### src/hw/rtl/smmg_pkg.sv
// Shared types and constants for the set min/max gap tracker.
// Used by the front, queue, back and top-level modules; depends on nothing.
`default_nettype none

package smmg_pkg;

  localparam int VAL_W = 32;
  localparam int CAP_W = 7;
  localparam int GAP_W = 33;

  // Input op codes.
  localparam logic OP_ADD   = 1'b0;
  localparam logic OP_CLEAR = 1'b1;

  // Command kinds passed from the front to the back.
  localparam logic [1:0] CMD_ADD    = 2'd0;
  localparam logic [1:0] CMD_CLEAR  = 2'd1;
  localparam logic [1:0] CMD_REFUSE = 2'd2;

  typedef struct packed {
    logic                    op;
    logic signed [VAL_W-1:0] value;
  } in_t;

  typedef struct packed {
    logic             refused;
    logic [CAP_W-1:0] held_count;
    logic [VAL_W-1:0] shortest_span;
    logic [VAL_W-1:0] longest_span;
  } out_t;

  typedef struct packed {
    logic [1:0]              kind;
    logic signed [VAL_W-1:0] value;
  } cmd_t;

endpackage

`default_nettype wire

### src/hw/rtl/smmg_front.sv
// Front end of the set min/max gap tracker: accepts input transfers, holds
// the capacity register and classifies each item. Depends on smmg_pkg.
`default_nettype none

module smmg_front #(
  parameter int MAX_ENTRIES = 64
) (
  input  wire                          clk,
  input  wire                          rst,
  input  wire                          cfg_we,
  input  wire [smmg_pkg::CAP_W-1:0]    cfg_data,
  input  wire                          in_valid,
  output logic                         in_ready,
  input  smmg_pkg::in_t                in_data,
  output logic                         cmd_valid,
  input  wire                          cmd_ready,
  output smmg_pkg::cmd_t               cmd_data
);
  import smmg_pkg::*;

  localparam int CNT_W = $clog2(MAX_ENTRIES + 1);
  localparam int CMP_W = (CNT_W > CAP_W) ? CNT_W : CAP_W;

  logic [CAP_W-1:0] capacity_limit;
  logic [CNT_W-1:0] count;
  logic [CNT_W-1:0] count_next;
  logic [CMP_W-1:0] cap_ext;
  logic [CMP_W-1:0] cap_eff;
  logic [CMP_W-1:0] cnt_ext;
  logic             full;
  logic             take;

  assign cap_ext = CMP_W'(capacity_limit);
  assign cap_eff = (cap_ext > CMP_W'(MAX_ENTRIES)) ? CMP_W'(MAX_ENTRIES) : cap_ext;
  assign cnt_ext = CMP_W'(count);
  assign full    = (cnt_ext >= cap_eff);

  assign in_ready  = cmd_ready;
  assign cmd_valid = in_valid;
  assign take      = in_valid && cmd_ready;

  always_comb begin
    cmd_data.value = in_data.value;
    count_next     = count;
    if (in_data.op == OP_CLEAR) begin
      cmd_data.kind = CMD_CLEAR;
      count_next    = '0;
    end else if (full) begin
      cmd_data.kind = CMD_REFUSE;
    end else begin
      cmd_data.kind = CMD_ADD;
      count_next    = count + CNT_W'(1);
    end
  end

  always_ff @(posedge clk) begin
    if (rst) begin
      capacity_limit <= CAP_W'(64);
      count          <= '0;
    end else begin
      if (cfg_we) begin
        capacity_limit <= cfg_data;
      end
      if (take) begin
        count <= count_next;
      end
    end
  end

endmodule

`default_nettype wire

### src/hw/rtl/smmg_queue.sv
// Two-entry command queue between the front and back of the tracker.
// Depends on smmg_pkg for the command type.
`default_nettype none

module smmg_queue (
  input  wire             clk,
  input  wire             rst,
  input  wire             push,
  input  smmg_pkg::cmd_t  push_data,
  output logic            can_push,
  input  wire             pop,
  output logic            can_pop,
  output smmg_pkg::cmd_t  pop_data
);
  import smmg_pkg::*;

  cmd_t       slots [2];
  logic       wr_ptr;
  logic       rd_ptr;
  logic [1:0] fill;

  assign can_push = (fill != 2'd2);
  assign can_pop  = (fill != 2'd0);
  assign pop_data = slots[rd_ptr];

  always_ff @(posedge clk) begin
    if (push && can_push) begin
      slots[wr_ptr] <= push_data;
    end
  end

  always_ff @(posedge clk) begin
    if (rst) begin
      wr_ptr <= 1'b0;
      rd_ptr <= 1'b0;
      fill   <= 2'd0;
    end else begin
      if (push && can_push) begin
        wr_ptr <= ~wr_ptr;
      end
      if (pop && can_pop) begin
        rd_ptr <= ~rd_ptr;
      end
      case ({push && can_push, pop && can_pop})
        2'b10:   fill <= fill + 2'd1;
        2'b01:   fill <= fill - 2'd1;
        default: fill <= fill;
      endcase
    end
  end

endmodule

`default_nettype wire

### src/hw/rtl/smmg_back.sv
// Back end of the tracker: value memory, sequential gap scan, running
// min/max and the output register. Depends on smmg_pkg.
`default_nettype none

module smmg_back #(
  parameter int MAX_ENTRIES = 64
) (
  input  wire             clk,
  input  wire             rst,
  input  wire             cmd_valid,
  output logic            cmd_pop,
  input  smmg_pkg::cmd_t  cmd_data,
  output logic            out_valid,
  input  wire             out_ready,
  output smmg_pkg::out_t  out_data
);
  import smmg_pkg::*;

  localparam int CNT_W = $clog2(MAX_ENTRIES + 1);
  localparam int IDX_W = (MAX_ENTRIES > 1) ? $clog2(MAX_ENTRIES) : 1;

  localparam logic [1:0] S_IDLE = 2'd0;
  localparam logic [1:0] S_SCAN = 2'd1;
  localparam logic [1:0] S_FIN  = 2'd2;
  localparam logic [1:0] S_RES  = 2'd3;

  logic [1:0]              state;
  logic signed [VAL_W-1:0] cur_value;
  logic                    cur_refused;
  logic [CNT_W-1:0]        count;
  logic signed [VAL_W-1:0] smallest_seen;
  logic signed [VAL_W-1:0] largest_seen;
  logic [GAP_W-1:0]        min_gap;

  logic [VAL_W-1:0]        mem [MAX_ENTRIES];
  logic [VAL_W-1:0]        rd_data;
  logic [CNT_W-1:0]        rd_idx;
  logic                    rd_v;
  logic                    gap_v;
  logic [GAP_W-1:0]        gap;

  logic [GAP_W-1:0]        diff_a;
  logic [GAP_W-1:0]        diff_b;
  logic [GAP_W-1:0]        span_full;
  logic                    out_free;
  logic                    two_held;

  assign cmd_pop  = (state == S_IDLE) && cmd_valid;
  assign out_free = !out_valid || out_ready;
  assign two_held = (count >= CNT_W'(2));

  // Both orders of the difference in parallel; the sign picks the magnitude.
  assign diff_a    = {cur_value[VAL_W-1], cur_value} - {rd_data[VAL_W-1], rd_data};
  assign diff_b    = {rd_data[VAL_W-1], rd_data} - {cur_value[VAL_W-1], cur_value};
  assign span_full = {largest_seen[VAL_W-1], largest_seen}
                   - {smallest_seen[VAL_W-1], smallest_seen};

  always_ff @(posedge clk) begin
    rd_data <= mem[rd_idx[IDX_W-1:0]];
    if (state == S_FIN) begin
      mem[count[IDX_W-1:0]] <= cur_value;
    end
  end

  always_ff @(posedge clk) begin
    gap <= diff_a[GAP_W-1] ? diff_b : diff_a;
    if (state == S_IDLE && cmd_valid) begin
      cur_value <= cmd_data.value;
    end
    if (state == S_RES && out_free) begin
      out_data.refused       <= cur_refused;
      out_data.held_count    <= CAP_W'(count);
      out_data.shortest_span <= two_held ? min_gap[VAL_W-1:0] : '0;
      out_data.longest_span  <= two_held ? span_full[VAL_W-1:0] : '0;
    end
  end

  always_ff @(posedge clk) begin
    if (rst) begin
      state         <= S_IDLE;
      cur_refused   <= 1'b0;
      count         <= '0;
      smallest_seen <= '0;
      largest_seen  <= '0;
      min_gap       <= '1;
      rd_idx        <= '0;
      rd_v          <= 1'b0;
      gap_v         <= 1'b0;
      out_valid     <= 1'b0;
    end else begin
      // In S_RES a free output register is reloaded below instead.
      if (out_valid && out_ready && (state != S_RES)) begin
        out_valid <= 1'b0;
      end
      case (state)
        S_IDLE: begin
          rd_idx <= '0;
          rd_v   <= 1'b0;
          gap_v  <= 1'b0;
          if (cmd_valid) begin
            cur_refused <= (cmd_data.kind == CMD_REFUSE);
            case (cmd_data.kind)
              CMD_CLEAR: begin
                count         <= '0;
                smallest_seen <= '0;
                largest_seen  <= '0;
                min_gap       <= '1;
                state         <= S_RES;
              end
              CMD_REFUSE: begin
                state <= S_RES;
              end
              default: begin
                state <= S_SCAN;
              end
            endcase
          end
        end
        S_SCAN: begin
          // One stored value read per cycle, then difference, then compare.
          if (rd_idx != count) begin
            rd_idx <= rd_idx + CNT_W'(1);
            rd_v   <= 1'b1;
          end else begin
            rd_v <= 1'b0;
          end
          gap_v <= rd_v;
          if (gap_v && (gap < min_gap)) begin
            min_gap <= gap;
          end
          if (rd_idx == count && !rd_v && !gap_v) begin
            state <= S_FIN;
          end
        end
        S_FIN: begin
          if (count == '0) begin
            smallest_seen <= cur_value;
            largest_seen  <= cur_value;
          end else begin
            if (cur_value < smallest_seen) begin
              smallest_seen <= cur_value;
            end
            if (cur_value > largest_seen) begin
              largest_seen <= cur_value;
            end
          end
          count <= count + CNT_W'(1);
          state <= S_RES;
        end
        S_RES: begin
          if (out_free) begin
            out_valid <= 1'b1;
            state     <= S_IDLE;
          end
        end
        default: begin
          state <= S_IDLE;
        end
      endcase
    end
  end

endmodule

`default_nettype wire

### src/hw/rtl/set_min_max_gap_tracker.sv
// Set min/max gap tracker, top level; depends on smmg_pkg, smmg_front, smmg_queue, smmg_back.
// A clear or a refused add passes from the input transfer through a queue slot and the back
// end's S_IDLE and S_RES states to the output register; an add also passes S_SCAN and S_FIN,
// where the scan reads one stored value per cycle, so it lasts longer the more values are held.
// The back end takes one item at a time, popping it in S_IDLE; output stalls hold it in S_RES.
// Reset (rst, synchronous) empties the set and queue, capacity 64; memory is not cleared.
`default_nettype none

module set_min_max_gap_tracker #(
  parameter int MAX_ENTRIES = 64
) (
  input  wire                       clk,
  input  wire                       rst,
  input  wire                       cfg_we,
  input  wire [smmg_pkg::CAP_W-1:0] cfg_data,
  input  wire                       in_valid,
  output logic                      in_ready,
  input  smmg_pkg::in_t             in_data,
  output logic                      out_valid,
  input  wire                       out_ready,
  output smmg_pkg::out_t            out_data
);
  import smmg_pkg::*;

  // The front keeps its own count of held values so it can decide on
  // refusal at the moment of the input transfer, without waiting for the
  // back end. Both counts follow the same command stream, so they agree.
  logic fq_valid;
  logic fq_ready;
  cmd_t fq_data;

  // The back end pops one command at a time from the queue.
  logic qb_valid;
  logic qb_pop;
  cmd_t qb_data;

  smmg_front #(
    .MAX_ENTRIES(MAX_ENTRIES)
  ) u_front (
    .clk       (clk),
    .rst       (rst),
    .cfg_we    (cfg_we),
    .cfg_data  (cfg_data),
    .in_valid  (in_valid),
    .in_ready  (in_ready),
    .in_data   (in_data),
    .cmd_valid (fq_valid),
    .cmd_ready (fq_ready),
    .cmd_data  (fq_data)
  );

  // A short queue lets the front keep taking transfers while the back end
  // scans or while a finished result waits in the output register.
  smmg_queue u_queue (
    .clk       (clk),
    .rst       (rst),
    .push      (fq_valid),
    .push_data (fq_data),
    .can_push  (fq_ready),
    .pop       (qb_pop),
    .can_pop   (qb_valid),
    .pop_data  (qb_data)
  );

  // The back end holds the values, scans them for the smallest gap and
  // drives the registered output.
  smmg_back #(
    .MAX_ENTRIES(MAX_ENTRIES)
  ) u_back (
    .clk       (clk),
    .rst       (rst),
    .cmd_valid (qb_valid),
    .cmd_pop   (qb_pop),
    .cmd_data  (qb_data),
    .out_valid (out_valid),
    .out_ready (out_ready),
    .out_data  (out_data)
  );

endmodule

`default_nettype wire

### config.mk
export PLATFORM = sky130hd
export DESIGN_NAME = set_min_max_gap_tracker
export DESIGN_NICKNAME = d
export VERILOG_FILES = /design/src/hw/rtl/smmg_pkg.sv /design/src/hw/rtl/smmg_front.sv /design/src/hw/rtl/smmg_queue.sv /design/src/hw/rtl/smmg_back.sv /design/src/hw/rtl/set_min_max_gap_tracker.sv
export SDC_FILE = /design/constraint.sdc
export NUM_CORES = 2
export LEC_CHECK = 0
export ABC_CLOCK_PERIOD_IN_PS = 4600
export BUFFER_PORTS_ARGS = -buffer_cell sky130_fd_sc_hd__buf_4
export CELL_PAD_IN_SITES_DETAIL_PLACEMENT = 2
export CELL_PAD_IN_SITES_GLOBAL_PLACEMENT = 2
export CORE_MARGIN = 2
export CORE_UTILIZATION = 40
export DETAILED_ROUTE_END_ITERATION = 8
export GPL_ROUTABILITY_DRIVEN = 0
export PLACE_DENSITY = 0.72
export SLEW_MARGIN = 20
export SYNTH_ARGS = -nofsm -noshare
export SYNTH_HDL_FRONTEND = slang
export SYNTH_SLANG_ARGS = --single-unit
### constraint.sdc
create_clock -name clk -period 4.6 [get_ports clk]
set_clock_uncertainty 0.1 [all_clocks]
set_input_delay 0.92 -clock clk [delete_from_list [all_inputs] [get_ports clk]]
set_output_delay 0.92 -clock clk [all_outputs]
set_load 0.05 [all_outputs]
==> flow_metrics.py <==
metrics = {
    "synthesis": {
        "ys_seq_area_share_pct": 72.6,
        "postSynth.asyncResetShare_pct": 0,
        "syn_area_per_cell_um2": 19.8,
        "synth_edf_count": 2220,
        "ys_ff_latch": 2421,
        "yosys_warnings": 0,
        "yosysUniqueCellTypes": 72,
        "synth_top_flop_cell": "edfxtp_1",
        "syn_area_mm2": 0.0974,
        "netlist_instances": 4924,
        "syn-num-nets": 5181,
    },
    "worst_setup_path": {
        "cp_slowest_cell": "fa_1",
        "path_delay_family": "compound AO/OA/AOI/OAI gates",
        "crit_arrival_ns": 5.00,
        "required_ns": 5.28,
        "critPathKind": "reg -> reg",
        "start_kind": "flop",
        "path_max_fanout": 19,
        "critical_path_buf_inv_count": 2,
        "crit_chain": "inv_1, ha_1, fa_1, nand2b_1, a211oi_1, o21ai_1, a21oi_1, o31a_1, o21ai_1, and2_1, buf_4, or3_1, a31oi_1, o211ai_1, xor2_1",
        "critical-path-max-stage-delay_ns": 0.43,
        "worstSetupEndpointType": "flop",
        "crit_top_cell": "o21ai_1",
    },
    "timing": {
        "rsz0062_at_grt": "no",
        "fin_tns_setup_ns": 0,
        "drv_slew": 0,
        "finalHoldViolations": 0,
        "fin_crit_ns": 4.32,
        "setup_violations": 0,
        "whs_ns": 0.0792,
        "fmax_mhz": 231,
        "period_share_pct": 94.0,
        "finalWorstSetupSlack_ns": 0.276,
        "relSlewSlack_pct": 24.6,
        "tightestPinTransition_ns": 1.13,
    },
    "power": {
        "leakagePower_nw": 36.1,
        "peakVddDrop_mv": 0.458,
        "p_sw_mw": 19.5,
        "p_seq_share_pct": 43.7,
        "swShare_pct": 31.0,
        "p_per_area_mw_per_mm2": 562,
        "p_int_mw": 43.5,
        "clkPwrFrac_pct": 33.6,
        "combPwrFrac_pct": 22.7,
    },
    "cts": {
        "cts.sinks": 2421,
        "cts_buffer_depth": 4,
        "cts_tree": "yes",
        "clk_latency_ns": 0.95,
        "post_cts_buffers": 0,
        "cts_hold_buffers": 0,
        "clk_pin_slew_ns": 0.06,
        "cts_buffers": 274,
        "htreeDepth": 5,
        "clockRootBuffer": "clkbuf_16",
        "cts_resized": 0,
    },
    "global_routing": {
        "grt_max_degree": 100,
        "grt_pass1_vias": 56387,
        "antenna_found_initial": 38,
        "grt-ovfl-total": 0,
        "grt_pass1_wl_um": 467000,
        "grt_use_total_pct": 27.0,
    },
    "floorplanning": {
        "coreArea_mm2": 0.243,
        "die_area_mm2": 0.247,
        "fp.dieW_um": 497,
        "start_util_pct": 40.1,
        "io_pins": 119,
        "dieHeight_um": 497,
        "rows": 181,
    },
    "routing": {
        "vias": 52570,
        "drt_iter0_drc": 6173,
        "routedWlPerCell_um": 38.7,
        "drc": 0,
        "ant_nets": 0,
        "dr.pass1.iters": 5,
        "totalWireLength_um": 336000,
        "via_per_inst": 6.06,
    },
    "cells_and_area": {
        "filler_cell_count": 21975,
        "num-nets-final": 5541,
        "drive_above_1_share_pct": 26.9,
        "final_common_cell": "edfxtp_1",
        "mostFrequentLayoutCells": "2220 x edfxtp_1, 672 x mux4_2, 282 x clkbuf_16",
        "final_cells": 8677,
        "area.growth.synth_to_final_pct": 15.1,
    },
    "run_status": {
        "status": "completed",
    },
    "place": {
        "io_buffer_count": 118,
        "dp_cells": 8209,
        "dp_hpwl_um": 202000,
        "preCtsSetupSlack_ns": 0.398,
    },
    "hold_path": {
        "hold_class": "in -> reg",
    },
    "job": {
        "maxCapViolCount": 0,
    },
}
path summary, 6_finish.rpt:
kind	start	end	slack, ns	cells after the start
setup / recovery	u_back.cur_value[0]	u_back.gap[30]	0.28	15
hold reg to reg	u_back.cur_refused	u_back.out_data[71]	0.35	0
hold / removal	in_data[19]	u_queue.slots[1][19]	0.08	1
setup reg to reg	u_back.cur_value[0]	u_back.gap[30]	0.28	15
through the flow:
stage / power [mW] / util [%] / area, µm²
floorplan: 35.8 / - / 97400
global placement: 41.1 / 42.7 / 104000
detailed placement: 42.0 / 42.7 / 104000
CTS: 63.2 / 46.2 / 112000
global route: 64.8 / 46.2 / 112000
finish: 63.0 / 46.2 / 112000
area by class of cell:
type | instances | area [µm²] | area share (%)
diodes | 9 | 22.5 | 0.0201
clock buffers | 348 | 7330 | 6.54
clock inverters | 110 | 981 | 0.875
inverters | 190 | 713 | 0.636
multi-input cells | 2085 | 25600 | 22.9
flip-flops and latches | 2421 | 70700 | 63.1
well taps | 3202 | 4010 | 3.57
repair buffers | 312 | 2730 | 2.43
power groups by stage:
stage          logic (mW)  clock network, mW  registers [mW]
3_3_place_gp         13.3                  0            27.9
3_5_place_dp         14.0                  0            28.0
5_1_grt              15.1               22.2            27.6
2_1_floorplan        6.83                  0            29.0
6_report             14.3               21.2            27.5
4_1_cts              14.2               21.5            27.5
per-layer routing:
| metal | track usage [%] | vias to the layer above | share of wire [%] | wire, µm |
|---|---|---|---|---|
| met1 | 34.3 | 28886 | 39 | 129000 |
| met4 | 11.5 | 18 | 4.6 | 15400 |
| met2 | 45.9 | 2391 | 50 | 169000 |
| met3 | 4.51 | 578 | 6.6 | 22300 |
| li1 | - | 20697 | - | - |
| met5 | 0 | - | 0.046 | 153 |
registers in the layout, summed over array words and instances (netlist names), 2 cells and up, named ones only:
register / cells
u_back.mem: 2048
u_back.out_data: 72
u_queue.slots: 68
u_back.gap: 33
u_back.min_gap: 33
u_back.cur_value: 32
u_back.largest_seen: 32
u_back.rd_data: 32
u_back.smallest_seen: 32
u_back.count: 7
u_back.rd_idx: 7
u_front.cap_ext: 7
u_front.cnt_ext: 7
u_back.state: 2
u_queue.fill: 2
cells in the mapped netlist (17+ instances only):
| master | number | area share, % |
|---|---|---|
| edfxtp_1 | 2220 | 68 |
| a21oi_1 | 123 | 0.63 |
| mux4_2 | 672 | 16 |
| buf_1 | 60 | 0.23 |
| nand2_1 | 87 | 0.34 |
| or3_1 | 17 | 0.11 |
| nor3_1 | 22 | 0.11 |
| nand2b_1 | 20 | 0.13 |
| mux2_2 | 34 | 0.39 |
| nand3_1 | 25 | 0.13 |
| nor2_1 | 321 | 1.2 |
| xor2_1 | 43 | 0.39 |
| o22a_1 | 33 | 0.30 |
| inv_1 | 189 | 0.73 |
| a211oi_1 | 22 | 0.17 |
| clkbuf_1 | 154 | 0.59 |
| a21o_1 | 68 | 0.52 |
| mux2i_1 | 86 | 0.88 |
| o21ai_0 | 58 | 0.30 |
| ha_1 | 209 | 2.7 |
| dfxtp_1 | 201 | 4.1 |
| xnor2_1 | 36 | 0.32 |
| nand4_1 | 27 | 0.17 |
| o21ai_1 | 19 | 0.098 |
| nor2b_1 | 27 | 0.17 |
cells by family (layout without fill, tap and decap cells):
family	Yosys count	count (layout)	share of synthesized area [%]
DFF	2421	2421	72.6
buffers and inverters	418	960	1.63
other	0	9	0
muxes	792	792	16.8
adders and majority gates	212	212	2.75
and+or+nand+nor	584	584	2.69
xor gates and xnor gates	79	79	0.710
AOI/OAI and AO/OA	418	418	2.82
(Power assumes the default switching activity.)
